**config.mk**
```make
export PLATFORM = sky130hd
export DESIGN_NAME = swsc_ctrl
export DESIGN_NICKNAME = d
export VERILOG_FILES = /design/src/hdl/swsc_pkg.sv /design/src/hdl/swsc_ctrl.sv
export SDC_FILE = /design/constraint.sdc
export NUM_CORES = 1
export LEC_CHECK = 0
export ABC_AREA = 1
export ABC_CLOCK_PERIOD_IN_PS = 1900
export BUFFER_PORTS_ARGS = -buffer_cell sky130_fd_sc_hd__buf_2
export CAP_MARGIN = 20
export CORE_ASPECT_RATIO = 0.9
export CORE_UTILIZATION = 50
export DETAILED_ROUTE_END_ITERATION = 6
export PLACE_DENSITY = 0.78
export SLEW_MARGIN = 20
export SYNTH_ARGS = -nofsm -noshare
export SYNTH_HDL_FRONTEND = slang
export SYNTH_SLANG_ARGS = --single-unit
```
**constraint.sdc**
```tcl
create_clock -name clock -period 1.9 [get_ports clock]
set_input_delay 0.285 -clock clock [delete_from_list [all_inputs] [get_ports clock]]
set_output_delay 0.285 -clock clock [all_outputs]
set_load 0.02 [all_outputs]
```
**src/hdl/swsc_pkg.sv**
```systemverilog
// Shared types and constants for the spread weight sigma cap block.
// No dependencies; used by swsc_ctrl, swsc_dp and spread_weight_sigma_cap.
package swsc_pkg;

   localparam int WEIGHT_W = 23;
   localparam int SUM_W    = 29;
   localparam int SQ_W     = 52;
   localparam int DIFF_W   = 58;
   localparam int ROOT_W   = 29;
   localparam int NUM_W    = 46;
   localparam int DVD_W    = 34;
   localparam int CNT_W    = 6;

   localparam logic [31:0]         SPREAD_FLOOR = 32'd655;
   localparam logic [WEIGHT_W-1:0] WEIGHT_MAX   = 23'd6553600;
   localparam logic [31:0]         RECIP_REM0   = 32'd512;   // 2^32 >> 23
   localparam logic [CNT_W-1:0]    RECIP_STEPS  = 6'd23;
   localparam logic [CNT_W-1:0]    CAP_STEPS    = 6'd34;
   localparam logic [DIFF_W-1:0]   ROOT_BIT0    = 58'd1 << 56;
   localparam logic [15:0]         SIGMA_RESET  = 16'd12288;
   localparam logic [2:0]          ADDR_SIGMA   = 3'd0;

   typedef struct packed {
      logic [31:0] bid_price;
      logic [31:0] ask_price;
      logic        last_quote;
   } req_payload_type;

   typedef struct packed {
      logic [WEIGHT_W-1:0] weight;
      logic [5:0]          quote_index;
      logic                last_weight;
      logic                overflow;
   } rsp_payload_type;

   typedef struct packed {
      logic capture;
      logic div_step;
      logic store;
      logic sq_rd;
      logic nq;
      logic ss;
      logic diff;
      logic root_step;
      logic cap_num;
      logic cap_div_start;
      logic emit_rd;
      logic emit_next;
      logic set_clear;
   } cmd_type;

   typedef struct packed {
      logic full;
      logic in_last;
      logic last;
      logic div_done;
      logic sq_idx_end;
      logic sq_done;
      logic root_done;
      logic emit_last;
   } status_type;

endpackage

```
**src/hdl/swsc_ctrl.sv**
```systemverilog
// Sequencer for the spread weight sigma cap block: handshakes and datapath commands.
// Depends on swsc_pkg.
module swsc_ctrl (
   input  logic                 clock,
   input  logic                 reset,
   input  logic                 req_valid,
   output logic                 req_ready,
   output logic                 rsp_valid,
   input  logic                 rsp_ready,
   input  swsc_pkg::status_type status,
   output swsc_pkg::cmd_type    cmd
);

   typedef enum logic [12:0] {
      S_IDLE  = 13'b0000000000001,
      S_DIV   = 13'b0000000000010,
      S_STORE = 13'b0000000000100,
      S_SQ    = 13'b0000000001000,
      S_NQ    = 13'b0000000010000,
      S_SS    = 13'b0000000100000,
      S_DIFF  = 13'b0000001000000,
      S_ROOT  = 13'b0000010000000,
      S_CAP   = 13'b0000100000000,
      S_CLOAD = 13'b0001000000000,
      S_CDIV  = 13'b0010000000000,
      S_ERD   = 13'b0100000000000,
      S_EOUT  = 13'b1000000000000
   } state_type;

   state_type state_ff, state_in;

   assign req_ready = (state_ff == S_IDLE);
   assign rsp_valid = (state_ff == S_EOUT);

   always_comb begin
      state_in = state_ff;
      cmd      = '0;
      unique case (state_ff)
         S_IDLE: begin
            if (req_valid) begin
               cmd.capture = 1'b1;
               if (!status.full) state_in = S_DIV;
               else if (status.in_last) state_in = S_SQ;
            end
         end
         S_DIV: begin
            if (status.div_done) state_in = S_STORE;
            else cmd.div_step = 1'b1;
         end
         S_STORE: begin
            cmd.store = 1'b1;
            state_in  = status.last ? S_SQ : S_IDLE;
         end
         S_SQ: begin
            cmd.sq_rd = !status.sq_idx_end;
            if (status.sq_done) state_in = S_NQ;
         end
         S_NQ: begin
            cmd.nq   = 1'b1;
            state_in = S_SS;
         end
         S_SS: begin
            cmd.ss   = 1'b1;
            state_in = S_DIFF;
         end
         S_DIFF: begin
            cmd.diff = 1'b1;
            state_in = S_ROOT;
         end
         S_ROOT: begin
            if (status.root_done) state_in = S_CAP;
            else cmd.root_step = 1'b1;
         end
         S_CAP: begin
            cmd.cap_num = 1'b1;
            state_in    = S_CLOAD;
         end
         S_CLOAD: begin
            cmd.cap_div_start = 1'b1;
            state_in          = S_CDIV;
         end
         S_CDIV: begin
            if (status.div_done) state_in = S_ERD;
            else cmd.div_step = 1'b1;
         end
         S_ERD: begin
            cmd.emit_rd = 1'b1;
            state_in    = S_EOUT;
         end
         S_EOUT: begin
            if (rsp_ready) begin
               cmd.emit_next = 1'b1;
               if (status.emit_last) begin
                  cmd.set_clear = 1'b1;
                  state_in      = S_IDLE;
               end else begin
                  state_in = S_ERD;
               end
            end
         end
         default: state_in = S_IDLE;
      endcase
   end

   always_ff @(posedge clock) begin
      if (reset) state_ff <= S_IDLE;
      else state_ff <= state_in;
   end

endmodule

```
After elaboration in Yosys (flattened, before gate mapping)
Cells that the tools add are included.
Widths: inputs -> output; s select.
{ "word_totals": {"latch_bits": 0, "out_inout_bits": 15, "memories": 0, "input_bits": 12, "romBits": 0, "ff_bits": 13, "mem_bits_rw": 0} }
{ "classes": {"shift": 0, "bitwise_logic": 0, "n_mul": 0, "div_mod_pow": 0, "eq_ne": 20, "reduce_logical": 3, "add_sub_neg": 0, "order_cmp": 0, "mux": 28} }
{ "op_table": {"columns": ["op", "n"], "rows": [
  ["$pmux 13 s13", 1],
  ["$mux 13", 8],
  ["$mux 1", 15],
  ["$eq 13x1->1 const B", 1],
  ["$eq 13x10->1 const B", 1],
  ["$eq 13x11->1 const B", 1],
  ["$eq 13x12->1 const B", 1],
  ["$eq 13x13->1 const B", 1],
  ["$eq 13x2->1 const B", 1],
  ["$eq 13x3->1 const B", 1],
  ["$eq 13x4->1 const B", 1],
  ["$eq 13x5->1 const B", 1],
  ["$eq 13x6->1 const B", 1],
  ["$eq 13x7->1 const B", 1],
  ["$eq 13x8->1 const B", 1],
  ["$eq 13x9->1 const B", 1],
  ["$mux 12", 1],
  ["$ne 2x2->1 const B", 5],
  ["$reduce_and 7->1", 1],
  ["$mux 2", 2],
  ["$mux 4", 1],
  ["$ne 3x3->1 const B", 1],
  ["$ne 2x1->1 const B", 1],
  ["$reduce_or 2->1", 1],
  ["$logic_not 1->1", 1]
]} }

Logic depth before layout (Yosys ltp)
{ "depth": {"word_depth": 4, "ltp_mapped": 14, "mapped_depth_nobuf": 13} }

Least setup slack after synthesis
Ideal clock, no wire load.
{ "synth_path": {"path_type": "register -> output", "startpoint": "register state_ff[6]", "endpoint": "output port cmd[0] (netlist name)", "path_buffers": 0, "setup_slack_ns": 0.314, "t_arrival_ns": 1.301, "stages_incl_launch_ff": 6, "path_cell_list": "dfxtp_1 -> nor2_2 -> nand2_2 -> nor2_4 -> nand2_1 -> nor3_1"} }
{ "synth_rtl": {"columns": ["item", "line", "rtl"], "rows": [
  ["start: declaration", "swsc_ctrl.sv:30", "state_type state_ff, state_in;"],
  ["start signal: assignment", "swsc_ctrl.sv:107", "else state_ff <= state_in;"],
  ["end: declaration", "swsc_ctrl.sv:11", "output swsc_pkg::cmd_type cmd"]
]} }

==> reports/results.ini <==
[run_status]
status = finished with violations
failed_checks = negative setup slack

[cts]
htreeDepth = 1
cts_tree = built
cts-buffers-inserted = 3
path_clk_slew_ns = 0.09
root_buffer = clkbuf_4
worstSkewPairLatency_ns = 0.29
cts_sinks = 13
clk_path_buf_depth = 2
cts.hold.buffers_added = 0

[yosys]
yosysWarnings = 0
synthTopCellsByArea = dfxtp_1, inv_1, nand2_1
synthArstFlopShare_pct = 0
syn_area_per_cell_um2 = 5.570
syn_area_um2 = 1047
syn_nets = 200
synth.distinct_cells = 19
ys.flop_type = dfxtp_1
synth_top_area_cell = dfxtp_1
synth_edf_count = 0
synth.top_cell.area_share_pct = 24.85
yosysSeqAreaShare_pct = 24.85
yosys-top-cells-count = inv_1, nand2_1, nor2_1, nand3_1, dfxtp_1
synthCells = 188
ys_ff_latch = 13

[layout]
drive_gt1_share_pct = 31.39
fillCellCount = 185
final_util_pct = 70.06
area_growth_pct = 30.59
largest_reg_flops = 13
diodes = 0
final_cells = 248
regMostFlops = state_ff
finalNetCount = 236
reg_top3 = state_ff (13)

[setup_path]
r2r_cells = 12
cp.arrival_ns = 1.64
timing.rr.end = state_ff[8]
reg2reg_from = state_ff[1]
end_kind = primary output
crit_required_ns = 1.62
setup.worst_path.start_class = flip-flop
critPathLaunch = state_ff[1]
crit_type = reg -> out
r2r_slack_ns = 0.19
endpoint = cmd[0]
worstPathMaxFanout = 6

[placed_design]
gp_congestion = 0.8578
io_buffers = 26
hpwl_um = 2079
dpl.cell_count = 237
dpl_worst_slack_ns = 0.09791

[detailed_routing]
vias = 1230
vias_per_cell = 4.960
drc_errors = 0
ant_nets = 0
routedWlPerCell_um = 11.56
drt_pass1_iterations = 4
drt_iter0_drc = 92
wl_um = 2868

[die]
ios = 27
die_y_um = 45.42
initial_utilization_pct = 53.65
die_w_um = 50.24
dieArea_um2 = 2282
core_area_um2 = 1952
fp-row-count = 15

[timing]
tightestPinTransition_ns = 0.3697
whs_ns = 0.2137
fin_worst_skew_ns = 0.006417
finalHoldViolCount = 0
relSlewSlack_pct = 75.33
clock.fmax_ghz = 0.5187
slew_violations = 0
final-setup-viol-count = 1
grt_setup_unrepaired = true
period_share_pct = 101.5
setup_ws_ns = -0.02797
period_needed_ns = 1.928

[flow_run]
maxCapViolCount = 0

[power]
p_per_area_nw_per_um2 = 1519
cellLeakagePower_uw = 0.0008373
peakVddDrop_mv = 0.9208

[global_routing]
grt_max_degree = 13
grt_pass1_vias = 1009
grt_remaining_overflow = 0
antenna_found_initial = 0
grt_usage_pct = 25.52
grt_first_pass_wirelength_um = 4284

[worst_hold_path]
hold_path_class = in -> reg

[per-stage QoR]
step / power, µW / TNS [ns] / area, µm²
after floorplan: 1340 / 0 / 1047
after detailed placement: 1571 / 0 / 1194
final: 2077 / -0.02797 / 1368
after global placement: 1545 / 0 / 1194
after CTS: 1812 / 0 / 1256
after global routing: 2246 / -0.1300 / 1368
[layout make-up]
cell class                      instances  area, µm²  area share, %
Clock buffer                            3      22.52          1.647
Clock inverter                          1      5.005         0.3660
Inverter                               41      157.7          11.53
Multi-Input combinational cell        132      688.2          50.32
Sequential cell                        13      266.5          19.49
Tap cell                               25      31.28          2.287
Timing Repair Buffer                   33      196.4          14.36
[where the power goes]
group | internal (µW) | switching (µW)
combinational | 527 | 962
sequential | 339 | 66.0
clock | 78.2 | 105
[worst max-delay path, stage by stage, from the launching register on]
cell	delay, ns
dfxtp_1	0.34
nor2_2	0.16
nand3_2	0.12
nor2_4	0.18
nand2_1	0.15
nor3_1	0.20
buf_2	0.21
[worst min-delay path by stage]
stage          startpoint           to  cells after the start
6_report            reset  state_ff[0]                      3
3_5_place_dp        reset  state_ff[0]                      3
3_3_place_gp        reset  state_ff[0]                      3
4_1_cts             reset  state_ff[0]                      3
5_1_grt             reset  state_ff[0]                      3
2_1_floorplan       reset  state_ff[0]                      2
[layout by cell type, fill, tap and decap left out]
| cell | Yosys | layout |
|---|---|---|
| nor2_2 | 4 | 6 |
| inv_1 | 40 | 37 |
| nor3_4 | 0 | 2 |
| buf_2 | 0 | 22 |
| nand4_1 | 6 | 6 |
| and3_1 | 2 | 1 |
| clkinvlp_4 | 0 | 1 |
| nand3_1 | 17 | 17 |
| nand3_2 | 2 | 2 |
| buf_6 | 1 | 1 |
| o21ai_0 | 3 | 3 |
| nor2_1 | 40 | 35 |
| nor3_1 | 4 | 1 |
| nand3b_1 | 2 | 2 |
| buf_4 | 0 | 10 |
| dfxtp_1 | 13 | 8 |
| clkinv_2 | 0 | 1 |
| a21oi_1 | 2 | 2 |
| dfxtp_2 | 0 | 5 |
| nand2_4 | 0 | 2 |
| nor3_2 | 0 | 1 |
| nor2_4 | 3 | 6 |
| inv_2 | 1 | 3 |
| nand2_1 | 40 | 40 |
| clkbuf_4 | 0 | 3 |
| o22ai_1 | 1 | 1 |
| nand2_2 | 6 | 4 |
| and3_4 | 0 | 1 |
[repair_timing]
action,in CTS,in global routing
endpoints found under the setup margin,4,20
buffers inserted,2,5
cloned,0,0
pin swaps,2,7
resized for setup,4,25
endpoints found under the hold margin,0,0
[logic make-up (layout without fill, tap and decap cells)]
family                 Yosys count  in the layout  synth area share, %
AND/OR/NAND/NOR                126            126                56.03
buffers and inverters           43             78                16.13
flip-flops                      13             13                24.85
AO/OA/AOI/OAI                    6              6                2.987
[per-layer routing]
layer,vias up,share of wire [%],global-route usage (%)
met5,-,0,0
met2,36,47,42.40
met1,549,47,34.75
li1,640,-,-
met3,5,4.6,2.000
met4,0,1.1,9.714
Power figures use the tool's default switching activity.
